File: src/rtl/trpd_pkg.sv
// Shared types and constants of the TGA RLE pixel decoder.
package trpd_pkg;

	// Pixel formats selected by the pixel_format register.
	typedef enum logic [1:0] {
		FMT_GRAY8    = 2'd0,
		FMT_ARGB1555 = 2'd1,
		FMT_BGR24    = 2'd2,
		FMT_BGRA32   = 2'd3
	} fmt_t;

	// Configuration register indexes.
	localparam logic [1:0] CFG_PIXEL_FORMAT = 2'd0;
	localparam logic [1:0] CFG_RLE_ENABLE   = 2'd1;
	localparam logic [1:0] CFG_PIXEL_TOTAL  = 2'd2;

	localparam fmt_t        FMT_RESET         = FMT_BGR24;
	localparam logic [31:0] PIXEL_TOTAL_RESET = 32'd1;

	// Packet header layout: bit 7 marks a run, bits 6..0 hold count minus one.
	localparam int          RLE_RUN_BIT    = 7;
	localparam logic [6:0]  RLE_COUNT_MASK = 7'h7f;

	localparam logic [2:0]  CHAN_COUNT_3   = 3'd3;
	localparam logic [2:0]  CHAN_COUNT_4   = 3'd4;
	localparam logic [7:0]  ALPHA_FULL     = 8'd255;

	// Configuration as seen by the decode core.
	typedef struct packed {
		fmt_t        pixel_format;
		logic        rle_enable;
		logic [31:0] pixel_total;
	} cfg_t;

	// One decoded pixel word.
	typedef struct packed {
		logic [7:0] chan0;
		logic [7:0] chan1;
		logic [7:0] chan2;
		logic [7:0] chan3;
		logic [2:0] channel_count;
		logic [7:0] repeat_res;
		logic       image_done;
		logic       overrun;
	} pix_t;

endpackage

File: src/rtl/trpd_core.sv
// Decode core: packet tracking, pixel assembly and image pixel counting.
module trpd_core
	import trpd_pkg::*;
(
	input  logic       clk,
	input  logic       arst_n,
	input  cfg_t       cfg,
	input  logic       in_fire,
	input  logic [7:0] stream_byte,
	output logic       res_valid,
	output pix_t       res
);

	logic        expect_header_q;
	logic        run_packet_q;
	logic [7:0]  packet_left_q;
	logic [1:0]  byte_index_q;
	logic [7:0]  pixel_bytes_q [3];
	logic [31:0] pixels_done_q;

	logic        is_header;
	logic        is_partial;
	logic        is_pixel;
	logic        rle;
	logic        past_end;
	logic [31:0] remaining;
	logic        rem_one;
	logic [7:0]  run_req;
	logic        run_done;
	logic        run_over;
	logic [7:0]  pl_dec;
	logic [15:0] px16;
	logic [7:0]  rep;
	logic [7:0]  rep_add;
	logic        img_done;
	logic        ovr;
	logic [7:0]  pl_n;
	logic        eh_n;

	// Classify the incoming byte.
	assign rle        = cfg.rle_enable;
	assign is_header  = rle && expect_header_q;
	assign is_partial = !is_header && (byte_index_q < cfg.pixel_format);
	assign is_pixel   = !is_header && !is_partial;
	assign res_valid  = in_fire && is_pixel;

	// Pixels still owed to the image; taken as one when the counter has reached or passed the total.
	assign past_end  = pixels_done_q >= cfg.pixel_total;
	assign remaining = past_end ? 32'd1 : (cfg.pixel_total - pixels_done_q);
	assign rem_one   = (remaining == 32'd1);
	assign run_req   = packet_left_q;
	assign run_done  = {24'd0, run_req} >= remaining;
	assign run_over  = {24'd0, run_req} > remaining;
	assign pl_dec    = packet_left_q - 8'd1;

	// Repeat count, overrun and packet bookkeeping for a completed pixel.
	always_comb begin
		rep      = 8'd1;
		rep_add  = 8'd1;
		ovr      = 1'b0;
		img_done = rem_one;
		pl_n     = packet_left_q;
		eh_n     = expect_header_q;
		if (rle) begin
			if (run_packet_q) begin
				rep_add  = run_req;
				rep      = run_over ? remaining[7:0] : run_req;
				ovr      = run_over;
				img_done = run_done;
				pl_n     = 8'd0;
				eh_n     = 1'b1;
			end else begin
				pl_n = pl_dec;
				if (pl_dec == 8'd0) begin
					eh_n = 1'b1;
				end else if (rem_one) begin
					ovr = 1'b1;
				end
			end
		end
		if (img_done) begin
			pl_n = 8'd0;
			eh_n = 1'b1;
		end
	end

	// Channel mapping per pixel format.
	assign px16 = {stream_byte, pixel_bytes_q[0]};

	always_comb begin
		res.chan3         = 8'd0;
		res.channel_count = CHAN_COUNT_3;
		case (cfg.pixel_format)
			FMT_GRAY8: begin
				res.chan0 = stream_byte;
				res.chan1 = stream_byte;
				res.chan2 = stream_byte;
			end
			FMT_ARGB1555: begin
				res.chan0         = px16[15] ? ALPHA_FULL : 8'd0;
				res.chan1         = {px16[14:10], 3'b000};
				res.chan2         = {px16[9:5], 3'b000};
				res.chan3         = {px16[4:0], 3'b000};
				res.channel_count = CHAN_COUNT_4;
			end
			FMT_BGR24: begin
				res.chan0 = stream_byte;
				res.chan1 = pixel_bytes_q[1];
				res.chan2 = pixel_bytes_q[0];
			end
			default: begin
				res.chan0         = pixel_bytes_q[2];
				res.chan1         = pixel_bytes_q[1];
				res.chan2         = pixel_bytes_q[0];
				res.chan3         = stream_byte;
				res.channel_count = CHAN_COUNT_4;
			end
		endcase
		res.repeat_res = rep;
		res.image_done = img_done;
		res.overrun    = ovr;
	end

	// Stored leading bytes of the pixel being assembled.
	always_ff @(posedge clk) begin
		for (int i = 0; i < 3; i++) begin
			if (in_fire && is_partial && (byte_index_q == 2'(i))) begin
				pixel_bytes_q[i] <= stream_byte;
			end
		end
	end

	// Packet and image state.
	always_ff @(posedge clk or negedge arst_n) begin
		if (!arst_n) begin
			expect_header_q <= 1'b1;
			run_packet_q    <= 1'b0;
			packet_left_q   <= 8'd0;
			byte_index_q    <= 2'd0;
			pixels_done_q   <= 32'd0;
		end else if (in_fire) begin
			if (is_header) begin
				run_packet_q    <= stream_byte[RLE_RUN_BIT];
				packet_left_q   <= {1'b0, stream_byte[6:0] & RLE_COUNT_MASK} + 8'd1;
				expect_header_q <= 1'b0;
				byte_index_q    <= 2'd0;
			end else if (is_partial) begin
				byte_index_q <= byte_index_q + 2'd1;
			end else begin
				byte_index_q    <= 2'd0;
				packet_left_q   <= pl_n;
				expect_header_q <= eh_n;
				pixels_done_q   <= img_done ? 32'd0 : (pixels_done_q + {24'd0, rep_add});
			end
		end
	end

endmodule

File: src/rtl/tga_rle_pixel_decoder.sv
// Top level of the TGA RLE pixel decoder: configuration registers and output buffering.
//
// Usage: image data bytes (after the file header) enter one per word on the
// input channel (in_valid, in_stall, stream_byte). Each completed pixel leaves
// as one word on the output channel (out_valid, out_stall, chan0..chan3,
// channel_count, repeat_res, image_done, overrun). Header bytes and leading
// pixel bytes produce no word.
// Configuration (pixel format, RLE mode, pixel total) is written through the
// cfg channel, which is always ready; write it only while the block is idle.
// Throughput: one byte per cycle while in_stall is low, set by the single
// decode stage between the input and the output register. The word of the
// completing byte is registered there, or in the skid register on a stall.
// A run packet yields one word carrying its repeat count, not repeated words.
// When the receiver stalls, the output word holds and one further word is
// caught in a skid register; in_stall rises while that register is full.
// Reset (arst_n low) clears packet state, the pixel counter and the valid
// flags of both output registers; it loads format BGR24, RLE off, pixel total one.
module tga_rle_pixel_decoder
	import trpd_pkg::*;
(
	input  logic        clk,
	input  logic        arst_n,
	input  logic        in_valid,
	output logic        in_stall,
	input  logic [7:0]  stream_byte,
	output logic        out_valid,
	input  logic        out_stall,
	output logic [7:0]  chan0,
	output logic [7:0]  chan1,
	output logic [7:0]  chan2,
	output logic [7:0]  chan3,
	output logic [2:0]  channel_count,
	output logic [7:0]  repeat_res,
	output logic        image_done,
	output logic        overrun,
	input  logic        cfg_valid,
	output logic        cfg_ready,
	input  logic [1:0]  cfg_index,
	input  logic [31:0] cfg_data
);

	cfg_t cfg_q;
	logic in_fire;
	logic res_valid;
	pix_t res;
	logic out_valid_q;
	pix_t out_q;
	logic skid_valid_q;
	pix_t skid_q;
	logic out_free;

	// Configuration registers.
	assign cfg_ready = 1'b1;

	always_ff @(posedge clk or negedge arst_n) begin
		if (!arst_n) begin
			cfg_q.pixel_format <= FMT_RESET;
			cfg_q.rle_enable   <= 1'b0;
			cfg_q.pixel_total  <= PIXEL_TOTAL_RESET;
		end else if (cfg_valid && cfg_ready) begin
			case (cfg_index)
				CFG_PIXEL_FORMAT: cfg_q.pixel_format <= fmt_t'(cfg_data[1:0]);
				CFG_RLE_ENABLE:   cfg_q.rle_enable   <= cfg_data[0];
				CFG_PIXEL_TOTAL:  cfg_q.pixel_total  <= cfg_data;
				default: ;
			endcase
		end
	end

	// Decode stage.
	assign in_stall = skid_valid_q;
	assign in_fire  = in_valid && !in_stall;

	trpd_core u_core (
		.clk         (clk),
		.arst_n      (arst_n),
		.cfg         (cfg_q),
		.in_fire     (in_fire),
		.stream_byte (stream_byte),
		.res_valid   (res_valid),
		.res         (res)
	);

	// Output register with a skid stage behind it.
	assign out_free = !out_valid_q || !out_stall;

	always_ff @(posedge clk or negedge arst_n) begin
		if (!arst_n) begin
			out_valid_q  <= 1'b0;
			skid_valid_q <= 1'b0;
		end else if (out_free) begin
			out_valid_q  <= skid_valid_q || res_valid;
			skid_valid_q <= 1'b0;
		end else if (res_valid) begin
			skid_valid_q <= 1'b1;
		end
	end

	always_ff @(posedge clk) begin
		if (out_free) begin
			out_q <= skid_valid_q ? skid_q : res;
		end else if (res_valid) begin
			skid_q <= res;
		end
	end

	assign out_valid     = out_valid_q;
	assign chan0         = out_q.chan0;
	assign chan1         = out_q.chan1;
	assign chan2         = out_q.chan2;
	assign chan3         = out_q.chan3;
	assign channel_count = out_q.channel_count;
	assign repeat_res    = out_q.repeat_res;
	assign image_done    = out_q.image_done;
	assign overrun       = out_q.overrun;

endmodule

File: config.mk
export PLATFORM = sky130hd
export DESIGN_NAME = tga_rle_pixel_decoder
export DESIGN_NICKNAME = d
export VERILOG_FILES = /design/src/rtl/trpd_pkg.sv /design/src/rtl/trpd_core.sv /design/src/rtl/tga_rle_pixel_decoder.sv
export SDC_FILE = /design/constraint.sdc
export NUM_CORES = 1
export LEC_CHECK = 0
export BUFFER_PORTS_ARGS = -buffer_cell sky130_fd_sc_hd__buf_2
export CAP_MARGIN = 15
export CORE_UTILIZATION = 61
export CTS_CLUSTER_DIAMETER = 60
export DETAILED_ROUTE_END_ITERATION = 10
export PLACE_DENSITY = 0.82
export SYNTH_ARGS = -nofsm -noshare
export SYNTH_HDL_FRONTEND = slang
export SYNTH_SLANG_ARGS = --single-unit
File: constraint.sdc
create_clock -name clk -period 5.15 [get_ports clk]
set_input_delay 0.2575 -clock clk [delete_from_list [all_inputs] [get_ports clk]]
set_output_delay 0.2575 -clock clk [all_outputs]
set_load 0.005 [all_outputs]
## Word level (Yosys, flattened, before mapping)

Memory sizes are Yosys's and may differ from the RTL's.
Index checks and enable logic that the tools add are counted.

| word-level totals | value |
|---|---|
| register bits after elaboration | 171 |
| memory bits (writable) | 24 |
| input bits | 47 |
| output and inout port bits | 48 |
| logic and storage cells | 125 |
| memories | 1 |

Memories:

| memory | words | width | rd ports | clocked after memory_dff | wr ports | RTL line | RTL |
|---|---|---|---|---|---|---|---|
| u_core.pixel_bytes_q | 3 | 8 | 3 | 0 | 1 | trpd_core.sv:18 | `logic [7:0] pixel_bytes_q [3];` |

| operators by class | value |
|---|---|
| add/subtract/negate cells | 5 |
| $lt $le $gt $ge | 4 |
| eq/ne operators | 8 |
| mux-type cells | 44 |
| bitwise logic cells | 3 |
| reduce and logical (&&, ||, !) cells | 34 |

Operators by type and width:

| cell | number |
|---|---|
| 2-to-1 mux 8 bit | 13 |
| case mux 24 bit (3 select lines) | 1 |
| 2-to-1 mux 32 bit | 2 |
| 2-to-1 mux 45 bit | 1 |
| adder 32 x 8 -> 32 bit | 1 |
| equality test 32 x 1 -> 1 bit, second input constant | 1 |
| >= comparator 32 bit | 1 |
| >= comparator 8 x 32 -> 1 bit | 1 |
| greater-than comparator 8 x 32 -> 1 bit | 1 |
| subtractor 32 bit | 1 |
| 2-to-1 mux 1 bit | 22 |
| case mux 11 bit (2 select lines) | 1 |
| OR reduction 8 bit | 2 |
| AND reduction 2 bit | 5 |
| logical AND 1 bit | 9 |
| adder 7 x 1 -> 8 bit, second input constant | 1 |
| zero test 8 bit | 1 |
| 2-to-1 mux 2 bit | 4 |
| subtractor 8 x 1 -> 8 bit, second input constant | 1 |
| equality test 2 x 1 -> 1 bit, second input constant | 3 |
| equality test 2 bit, second input constant | 3 |
| zero test 2 bit | 3 |
| AND reduction 3 bit | 2 |
| zero test 1 bit | 5 |
| other kinds (10) | 13 |

## Logic depth before layout (Yosys ltp)

Gate-level depths: netlist of the first run.

| depth | value |
|---|---|
| depth in word-level cells | 10 |
| gate-level depth with buffers | 24 |
| gate-level depth less buffers | 23 |

## Modules after synthesis

From an unflattened synthesis of the first run, not the netlist that was laid out.

| second synthesis, totals | value |
|---|---|
| cells, all modules | 1,048 |
| area total of the unflattened synthesis | 11,383.4 µm² |

By module, submodules not included:

| module | times used | cells each | area an instance (µm²) | sequential area each (µm²) |
|---|---|---|---|---|
| trpd_core | 1 | 822 | 6,587.6 | 1,823.0 |
| tga_rle_pixel_decoder | 1 | 226 | 4,795.8 | 3,631.0 |

## Worst setup path after synthesis of the first run

Ideal clock, no wire load.

| timing path | value |
|---|---|
| kind | register to register |
| from | register u_core.pixels_done_q[20] |
| to | register out_q, in the netlist repeat_res[1] (data pin) |
| setup time | 0.260 ns |
| arrival time | 4.136 ns |
| data required time | 4.890 ns |
| setup slack | 0.755 ns |
| stages on the path, launching flop included | 24 |
| path buffers | 3 |
| period minus slack after synthesis | 4.395 ns |
| cells stage by stage | dfrtp_1 > inv_1 > ha_1 > clkbuf_1 > nand4_1 > nor4_1 > o21ai_0 > nand3_1 > a211oi_1 > a21oi_1 > clkbuf_1 > nand2_1 > ha_1 > nor2b_1 > o21a_1 > o21a_1 > o21ai_0 > a21oi_1 > a21oi_1 > nor2_1 > and3_1 > buf_6 > a32o_1 > mux2_2 |

RTL lines:

| item | RTL line | RTL |
|---|---|---|
| start, declared | trpd_core.sv:19 | `logic [31:0] pixels_done_q;` |
| start signal, assigned | trpd_core.sv:153 | `pixels_done_q <= img_done ? 32'd0 : (pixels_done_q + {24'd0, rep_add});` |
| end signal, assigned | tga_rle_pixel_decoder.sv:101 | `out_q <= skid_valid_q ? skid_q : res;` |
| end, declared | tga_rle_pixel_decoder.sv:47 | `pix_t out_q;` |

## Worst setup path in the final report of the first run

| timing path | value |
|---|---|
| from | register u_core.pixels_done_q[13] |
| to | register u_core.pixels_done_q[8] |

| on the way | value |
|---|---|
| longest elaborated chain between the ends | 6 |
| elaborated cells on any way between the ends | 8 |
| those cells by class | add/sub: 1; order compare: 2; eq/ne: 1; mux: 4 |

Ends and longest elaborated chain:

| item | RTL line | RTL |
|---|---|---|
| subtractor 32 bit / >= comparator 32 bit (equally long branches) | trpd_core.sv:49, trpd_core.sv:48 |  |
| 2-to-1 mux 32 bit (*) | trpd_core.sv:49 | `assign remaining = past_end ? 32'd1 : (cfg.pixel_total - pixels_done_q);` |
| >= comparator 8 x 32 -> 1 bit / equality test 32 x 1 -> 1 bit (equally long branches) | trpd_core.sv:52, trpd_core.sv:50 |  |
| 2-to-1 mux 1 bit | trpd_core.sv:65 | `if (run_packet_q) begin` |
| 2-to-1 mux 1 bit (*) | trpd_core.sv:64 | `if (rle) begin` |
| 2-to-1 mux 32 bit (*) | trpd_core.sv:153 |  |

Mark *: on every way between the ends. The rest lies on a longest branch, timed or not.
A chain may end at the register's enable or synchronous reset.

==> impl_metrics.yaml, run 1 <==
sta:
  period_needed_ns: 4.819
  setup_tns_ns: 0
  relSlewSlack: 0.3644
  hold_viol_final: 0
  setup_viol: 0
  max_freq_mhz: 207.5
  period_share: 0.9357
  worst_pin_slew_ns: 0.9448
  drv_slew: 0
  fin_skew_ns: 0.01064
grt:
  grt_max_degree: 55
  antenna_found_initial: 0
  grt_pass1_vias: 8610
  globalRouteOverflowTotal: 0
  grt_pass1_wl_um: 45470
  grtUsageTotal: 0.3033
routing:
  ant_nets: 0
  drt_iter0_markers: 926
  wl_met1_um: 12260
  routed_via_density: 6.379
  top_layer_used: "met4"
  drt_wl_total_um: 28380
  wl_per_cell_um: 19.94
  drc: 14
  vias: 9077
  dr.pass1.iters: 9
  wl_met3_um: 1704
  wl_met2_um: 13590
clock_tree:
  h-tree-depth: 4
  path_clk_slew_ns: 0.08
  clkLatencyLatePin_ns: 0.44
  cts.path.max_buffers: 2
  cts_sinks: 193
  cts_root_buf: "clkbuf_16"
  post_cts_buffers: 0
  cts_tree: "yes"
  cts_buffers: 17
placed_design:
  gp_congestion: 1.030
  dp.cells: 1390
  port_buffers: 93
  place_hpwl_um: 20780
logic_synthesis:
  synth_seq_cells: 193
  netlist_area_um2: 11360
  synth_cells: 1117
  synth-edff-count: 112
  avgSynthCellArea_um2: 10.17
  async_flop_share: 0.4197
  ys_warn_count: 0
  synth_flop_cell: "edfxtp_1"
  syn-num-nets: 1221
  yosysUniqueCellTypes: 77
  synth.yosys.seq_area_share: 0.4747
setup_path:
  r2r_start: "u_core.pixels_done_q[13]"
  arrival_ns: 5.17
  worstSetupStartpoint: "u_core.pixels_done_q[13]"
  worstSetupPathType: "flip-flop to flip-flop"
  crit_end: "u_core.pixels_done_q[8]"
  required_ns: 5.50
  r2r_cells: 21
  cp_max_fo: 9
  cp-end-kind: "flip-flop"
  startpoint_type: "flip-flop"
  r2r_slack_ns: 0.33
  r2r_end: "u_core.pixels_done_q[8]"
cells_and_area:
  multi_input_area_um2: 5492
  final_common_cell: "edfxtp_1"
  fillCellCount: 1338
  drive_above_1_share: 0.1968
  fin_cells: 1423
  area_growth_pct: 10.94
  ff_latch_area_um2: 5395
  nets: 1285
  n_antenna_cell: 0
  final_cell_mix: "112 x edfxtp_1, 101 x nand2_1, 94 x nor2_1"
floorplan:
  die-height_um: 138.5
  start_util: 0.6283
  die_area_um2: 19180
  fp.coreArea_um2: 18090
  ios: 95
  dieWidth_um: 138.5
  rows: 49
pwr:
  p_per_area_nw_per_um2: 519.3
  ir_drop_uv: 304.6
  p_leak_nw: 5.110
outcome:
  status: "finished, violations left"
  violations: "DRC"
job:
  drv_cap: 0
worst_hold_path:
  hp-class: "input port to flip-flop"
==> cell families after synthesis <==
logic type / share of synthesized area
compound gates: 0.1516
mux: 0.07432
fa+ha+maj: 0.06408
other cells: 0.0003300
simple gates: 0.1518
xor+xnor: 0.03854
buf+inv: 0.04459
flops: 0.4747
==> sequential cells by signal, indices dropped and copies added, names as in the netlist <==
signal                  count
cfg_q                      35
chan0                       8
chan1                       8
chan2                       8
chan3                       8
channel_count               2
image_done                  1
in_stall                    1
out_valid                   1
overrun                     1
repeat_res                  8
skid_q                     44
u_core.byte_index_q         2
u_core.expect_header_q      1
u_core.packet_left_q        8
u_core.pixel_bytes_q       24
u_core.pixels_done_q       32
u_core.run_packet_q         1
==> where the power goes <==
part	leakage, nW	total [W]	switching, W	internal (W)
clock network	0.296	0.00134	0.000677	0.000662
registers	2.11	0.00227	0.000213	0.00205
logic	2.70	0.00294	0.00181	0.00113
==> cell type report <==
class                           instances  area share
Clock buffer                           17     0.03374
Clock inverter                         15     0.01469
Inverter                               56     0.01667
Multi-Input combinational cell        801      0.4356
Sequential cell                       193      0.4279
Tap cell                              229     0.02273
Timing Repair Buffer                  112     0.04863
==> synth_stat cells, drive strengths merged, types with 10 or more instances <==
library cell | n | area [um^2]
nand3 | 24 | 120.1
mux2 | 67 | 754.5
inv | 55 | 206.5
ha | 55 | 688.2
edfxtp | 112 | 3363
nor2 | 95 | 356.6
a22oi | 11 | 82.58
xor2 | 13 | 113.9
o21ai | 57 | 289.0
and3 | 15 | 93.84
a21oi | 75 | 379.1
xnor2 | 37 | 324.1
a21o | 10 | 75.07
clkbuf | 43 | 161.4
dfrtp | 78 | 1952
o21a | 11 | 82.58
nand4 | 23 | 143.9
nor3 | 22 | 110.1
nor2b | 10 | 62.56
buf | 24 | 135.1
o22ai | 11 | 68.82
o21bai | 10 | 75.07
nand2 | 102 | 382.9
nor4 | 13 | 81.33
==> routing by layer <==
metal / vias to the layer above / GRT usage
met5: - / 0
met4: 0 / 0.1230
met3: 54 / 0.04260
met2: 377 / 0.4921
met1: 4424 / 0.4127
li1: 4222 / -
==> timing repair <==
item / CTS / global route
hold endpoints to repair: 36 / 0
setup endpoints to repair: 0 / 44
hold buffers: 1 / 0
gates resized for setup: 0 / 6
==> stage by stage <==
stage | area, um^2 | setup slack (ns) | power [W] | hold slack [ns] | utilization
final | 12610 | 0.3312 | 0.006547 | 0.04126 | 0.6971
after CTS | 12590 | 0.2258 | 0.006495 | 0.02973 | 0.6963
after detailed placement | 11970 | 0.2751 | 0.005139 | 0.2800 | 0.6620
after floorplan | 11360 | 0.7546 | 0.004302 | -0.03809 | -
after global routing | 12610 | -0.02373 | 0.006938 | 0.03210 | 0.6971
after global placement | 11970 | 0.5105 | 0.005091 | 0.2725 | 0.6620
==> critical path: stages (launching register included) <==
cell and delay [ns]:
dfrtp_1 0.44, inv_1 0.09, ha_1 0.42, a21oi_1 0.30, o21ai_1 0.18, a32oi_1 0.31
nand3_1 0.16, a211oi_1 0.34, a21oi_1 0.12, nand2_1 0.10, ha_1 0.23, nor2b_1 0.13
o21a_1 0.16, o21a_1 0.16, o21ai_0 0.14, a21oi_1 0.10, o21ai_0 0.21, a2bb2oi_1 0.11
nand4_1 0.15, nand2_1 0.24, or4_1 0.56, o221ai_1 0.08
==> how the worst min path moves through the flow <==
stage	from	end	cells after the start
after floorplan	arst_n	cfg_q[10]	0
after global placement	arst_n	cfg_q[13]	1
after detailed placement	arst_n	cfg_q[13]	1
after CTS	cfg_data[21]	cfg_q[21]	2
after global routing	cfg_data[22]	cfg_q[22]	2
final	cfg_data[21]	cfg_q[21]	2
No activity file was read; power rests on OpenSTA's default activity.
==> run 2: changes to the inputs <==
- RECOVER_POWER: unset -> 100
==> run 2 against run 1 <==
  * The flow finishes with violations (DRC, capacitance limit, slew limit)
  * Maximum frequency rose by 0.30%
  * Routed wire length rose by 0.16%
  * Highest routed layer unchanged
  * Non-clock buffer count did not move
  * Combinational power barely moved
  * Core utilization fell by 0.39 points
  * Critical path depth did not move
  * Sequential share of layout area rose by 0.24 points
  * Power barely moved
  * Global-route usage did not move
==> impl_metrics.yaml, run 2 (synthesis results as in run 1) <==
outcome:
  status: "finished, violations left"
  violations: "DRC, capacitance limit, slew limit"
pwr:
  pwr-share-comb: 0.447
  p_per_area_nw_per_um2: 521.9
  p_leak_nw: 4.989
  ir_drop_uv: 305.2
  p_seq_frac: 0.348
  power.total_w: 0.006543
  intPower_w: 0.003837
  clkPwrFrac: 0.205
  p_sw_w: 0.002706
  switching_share: 0.4135
routing:
  routed_via_density: 6.370
  dr.pass1.iters: 9
  vias: 9064
  wl_per_cell_um: 19.97
  drt_wl_total_um: 28420
  drt_iter0_markers: 1030
  ant_nets: 0
  drc: 14
sta:
  fin_skew_ns: 0.01168
  setup_viol: 0
  relSlewSlack: -0.8644
  max_freq_mhz: 208.1
  hold_viol_final: 0
  period_needed_ns: 4.804
  drv_slew: 252
  worst_pin_slew_ns: 2.797
  period_share: 0.9329
setup_path:
  critPathBufInv: 2
  startpoint_type: "flip-flop"
  worstSetupPathType: "flip-flop to flip-flop"
  cp.depth: 21
  r2r_cells: 21
  cp_slowest_cell: "or4_1"
  required_ns: 5.49
  cpLargestDelayFamily: "simple AND/OR/NAND/NOR gates"
  cp-end-kind: "flip-flop"
  arrival_ns: 5.15
  cpPeakStageDelay_ns: 0.56
  cp_max_fo: 10
  path_cells: "inv_1 > ha_1 > nand4_1 > nor4_2 > o21ai_1 > nand3_1 > a211oi_1 > a21oi_1 > buf_4 > nand2_1 > ha_1 > o21a_1 > o21a_1 > o21ai_0 > a21oi_1 > o21ai_0 > a2bb2oi_1 > nand4_1 > nand2_1 > or4_1 > o221ai_1"
cells_and_area:
  n_antenna_cell: 0
  area_growth_pct: 10.32
  drive_above_1_share: 0.1650
  final_cell_mix: "112 x edfxtp_1, 101 x nand2_1, 94 x nor2_1"
  final_common_cell: "edfxtp_1"
  regMostFlops: "skid_q"
  largest_reg_flops: 44
  fillCellCount: 1357
  final_core_util: 0.6931
  fin_cells: 1423
  nets: 1285
  reg.largest.list: "skid_q: 44 flops, cfg_q: 35 flops, u_core.pixels_done_q: 32 flops"
grt:
  globalRouteOverflowTotal: 0
  antenna_found_initial: 0
  grt_pass1_wl_um: 45470
  grtUsageTotal: 0.3033
  grt_pass1_vias: 8610
  grt_max_degree: 55
floorplan:
  ios: 95
  die-height_um: 138.5
  dieWidth_um: 138.5
  rows: 49
  start_util: 0.6283
  die_area_um2: 19180
  fp.coreArea_um2: 18090
worst_hold_path:
  holdPathStages: 2
  hp-class: "input port to flip-flop"
clock_tree:
  clkLatencyLatePin_ns: 0.44
  post_cts_buffers: 0
  cts_buffers: 17
  cts_tree: "yes"
  cts_root_buf: "clkbuf_16"
  h-tree-depth: 4
  cts.path.max_buffers: 2
  cts_sinks: 193
  path_clk_slew_ns: 0.08
placed_design:
  gp_congestion: 1.030
  port_buffers: 93
  place_hpwl_um: 20780
  dp.cells: 1390
job:
  drv_cap: 6
-- run 2: final timing paths --
check / start / endpoint / slack (ns)
max: u_core.pixels_done_q[13] / u_core.pixels_done_q[8] / 0.35
min: cfg_data[21] / cfg_q[21] / 0.04
max reg2reg: u_core.pixels_done_q[13] / u_core.pixels_done_q[8] / 0.35
min reg2reg: cfg_q[7] / cfg_q[7] / 0.52
max in group asynchronous: arst_n / u_core.pixels_done_q[6] / 1.12
min in group asynchronous: arst_n / cfg_q[18] / 1.05
-- run 2: layout make-up --
class                      instances  area, um^2  area share
clock buffer                      17       425.4     0.03394
clock inverter                    15       185.2     0.01477
inverter                          56       210.2     0.01677
multi-input combinational        801        5487      0.4377
sequential                       193        5395      0.4304
tap                              229       286.5     0.02286
timing repair buffer             112       546.8     0.04362
-- run 2: routing by layer --
layer	GRT usage	wire (um)	vias to the layer above
li1	-	-	4222
met1	0.4127	12400	4430
met2	0.4921	13570	347
met3	0.04260	1548	65
met4	0.1230	900	0
met5	0	0	-
-- run 2: repair_timing --
item	4_1_cts	5_1_grt
setup endpoints to repair	0	44
resized for setup	0	6
hold buffers	1	0
hold endpoints to repair	36	0
-- run 2: per-stage QoR --
stage / setup TNS, ns / hold slack (ns) / setup slack, ns / cell area [um^2]
2_1_floorplan: 0 / -0.03809 / 0.7546 / 11360
3_3_place_gp: 0 / 0.2725 / 0.5105 / 11970
3_5_place_dp: 0 / 0.2800 / 0.2751 / 11970
4_1_cts: 0 / 0.02973 / 0.2258 / 12590
5_1_grt: -0.03318 / 0.03221 / -0.02373 / 12540
6_report: 0 / 0.03934 / 0.3457 / 12540
-- run 2: power by group through the flow --
stage	combinational [W]	clock (W)	sequential, W
floorplan	0.00206	0	0.00224
global placement	0.00281	0	0.00228
detailed placement	0.00285	0	0.00229
CTS	0.00287	0.00136	0.00226
global route	0.00321	0.00141	0.00231
finish	0.00293	0.00134	0.00227
==> run 3: changes to the inputs <==
- GPL_TIMING_DRIVEN: unset -> 0
==> run 3 against run 2 <==
  * The run still ends with DRC, capacitance limit, slew limit left
  * Final cell count increased by 4.2%
  * Clock-buffer cell count increased by 1
  * Register-to-register slack got worse by 0.20 ns
  * Die area unchanged
  * Final area increased by 2.7%
  * Sequential power about the same
==> impl_metrics.yaml, run 3 (synthesis results as in run 1) <==
outcome:
  status: "finished, violations left"
  violations: "DRC, capacitance limit, slew limit"
cells_and_area:
  regMostFlops: "skid_q"
  nets: 1345
  largest_reg_flops: 44
  n_antenna_cell: 0
  final_common_cell: "edfxtp_1"
  ff_latch_area_um2: 5394
  reg.largest.list: "skid_q: 44 flops, cfg_q: 35 flops, u_core.pixels_done_q: 32 flops"
  drive_above_1_share: 0.1834
  final_cell_mix: "112 x edfxtp_1, 100 x nand2_1, 95 x nor2_1"
  fillCellCount: 1312
  postLayoutCellArea_um2: 12870
  area_growth_pct: 13.26
  multi_input_area_um2: 5508
setup_path:
  startpoint_type: "flip-flop"
  arrival_ns: 5.37
  cp_common_cell: "buf_4"
  required_ns: 5.51
  critPathBufInv: 5
  cpPeakStageDelay_ns: 0.51
  cp_slowest_cell: "or4_1"
  cpLargestDelayFamily: "simple AND/OR/NAND/NOR gates"
  cp-end-kind: "flip-flop"
  cp_max_fo: 10
  worstSetupPathType: "flip-flop to flip-flop"
worst_hold_path:
  hp-class: "input port to flip-flop"
placed_design:
  place_hpwl_um: 21340
  port_buffers: 93
  gp_congestion: 0.9631
  dp_slack_ns: -0.7423
  post_dp_cell_area_um2: 12200
pwr:
  p_per_area_nw_per_um2: 520.2
  p_leak_nw: 5.189
  ir_drop_uv: 334.9
  intPower_w: 0.003959
  switching_share: 0.4088
  p_seq_frac: 0.335
  p_sw_w: 0.002737
  clkPwrFrac: 0.209
  pwr-share-comb: 0.455
  power.total_w: 0.006695
sta:
  worst_pin_slew_ns: 2.971
  setup_viol: 0
  setup_tns_ns: 0
  fin_skew_ns: 0.01393
  relSlewSlack: -0.9805
  postLayoutSetupSlackWorst_ns: 0.1412
  drv_slew: 123
  hold_viol_final: 0
  period_needed_ns: 5.009
  whs_ns: 0.03674
  max_freq_mhz: 199.6
  period_share: 0.9726
clock_tree:
  cts_tree: "yes"
  clkLatencyLatePin_ns: 0.45
  h-tree-depth: 4
  cts_root_buf: "clkbuf_16"
  cts.path.max_buffers: 2
  cts_buffers: 17
  cts_sinks: 193
  path_clk_slew_ns: 0.08
floorplan:
  die-height_um: 138.5
  ios: 95
  fp.coreArea_um2: 18090
  start_util: 0.6283
  rows: 49
  dieWidth_um: 138.5
  die_area_um2: 19180
grt:
  globalRouteOverflowTotal: 0
  grt_max_degree: 54
  grtUsageTotal: 0.3089
  antenna_found_initial: 0
  grt_pass1_vias: 8727
  grt_pass1_wl_um: 46030
routing:
  ant_nets: 0
  routed_via_density: 6.247
  drc: 14
  dr.pass1.iters: 9
  drt_iter0_markers: 963
  drt_wl_total_um: 29160
  wl_per_cell_um: 19.66
  vias: 9265
job:
  drv_cap: 3
run 3: layout make-up:
cell class                      instances  area share
Multi-Input combinational cell        801      0.4280
Sequential cell                       193      0.4191
Timing Repair Buffer                  109     0.04268
Clock buffer                           18     0.03500
Buffer                                 63     0.02285
Tap cell                              229     0.02226
Inverter                               56     0.01633
Clock inverter                         14     0.01381
run 3: what timing repair did:
item / in CTS / in global routing
setup buffers: 4 / 8
hold buffers: 1 / 0
resized for setup: 12 / 10
pin swaps: 3 / 4
setup endpoints to repair: 59 / 55
endpoints found under the hold margin: 28 / 0
run 3: routing by layer:
layer | wire length, um | up-vias | part of all wire | GRT usage
met4 | 734 | 0 | 0.025 | 0.1165
met1 | 12340 | 4472 | 0.42 | 0.4010
met3 | 1771 | 64 | 0.061 | 0.03914
li1 | - | 4330 | - | -
met5 | 0 | - | 0 | 0
met2 | 14310 | 399 | 0.49 | 0.5311
run 3: path summary, 6_finish.rpt:
path                                     startpoint                  endpoint  slack, ns  depth (start not counted)
setup / recovery           u_core.pixels_done_q[19]   u_core.pixels_done_q[8]       0.14                         25
hold / removal                         cfg_data[28]                 cfg_q[28]       0.04                          2
setup reg to reg           u_core.pixels_done_q[19]   u_core.pixels_done_q[8]       0.14                         25
hold reg to reg              u_core.expect_header_q    u_core.expect_header_q       0.50                          2
max in group asynchronous                    arst_n   u_core.pixels_done_q[2]       0.95                          3
min in group asynchronous                    arst_n  u_core.pixels_done_q[28]       0.70                          2
run 3: per-stage QoR:
| step | util | std cells |
|---|---|---|
| floorplan | - | 1117 |
| global placement | 0.6699 | 1439 |
| detailed placement | 0.6743 | 1442 |
| CTS | 0.7124 | 1476 |
| global route | 0.7116 | 1483 |
| finish | 0.7116 | 1483 |
run 3: worst register-to-register path, delay by kind of cell (launching register included):
family | cells | cell delay (ns)
compound gates | 10 | 1.44
flops | 1 | 0.41
buf+inv | 5 | 0.87
simple gates | 8 | 1.59
fa+ha+maj | 2 | 0.62
run 3: power by group through the flow:
stage               Combinational (W)  Sequential, W  Clock (W)
floorplan                     0.00206        0.00224          0
global route                  0.00335        0.00228    0.00146
finish                        0.00305        0.00224    0.00140
CTS                           0.00296        0.00224    0.00141
detailed placement            0.00291        0.00226          0
global placement              0.00282        0.00225          0
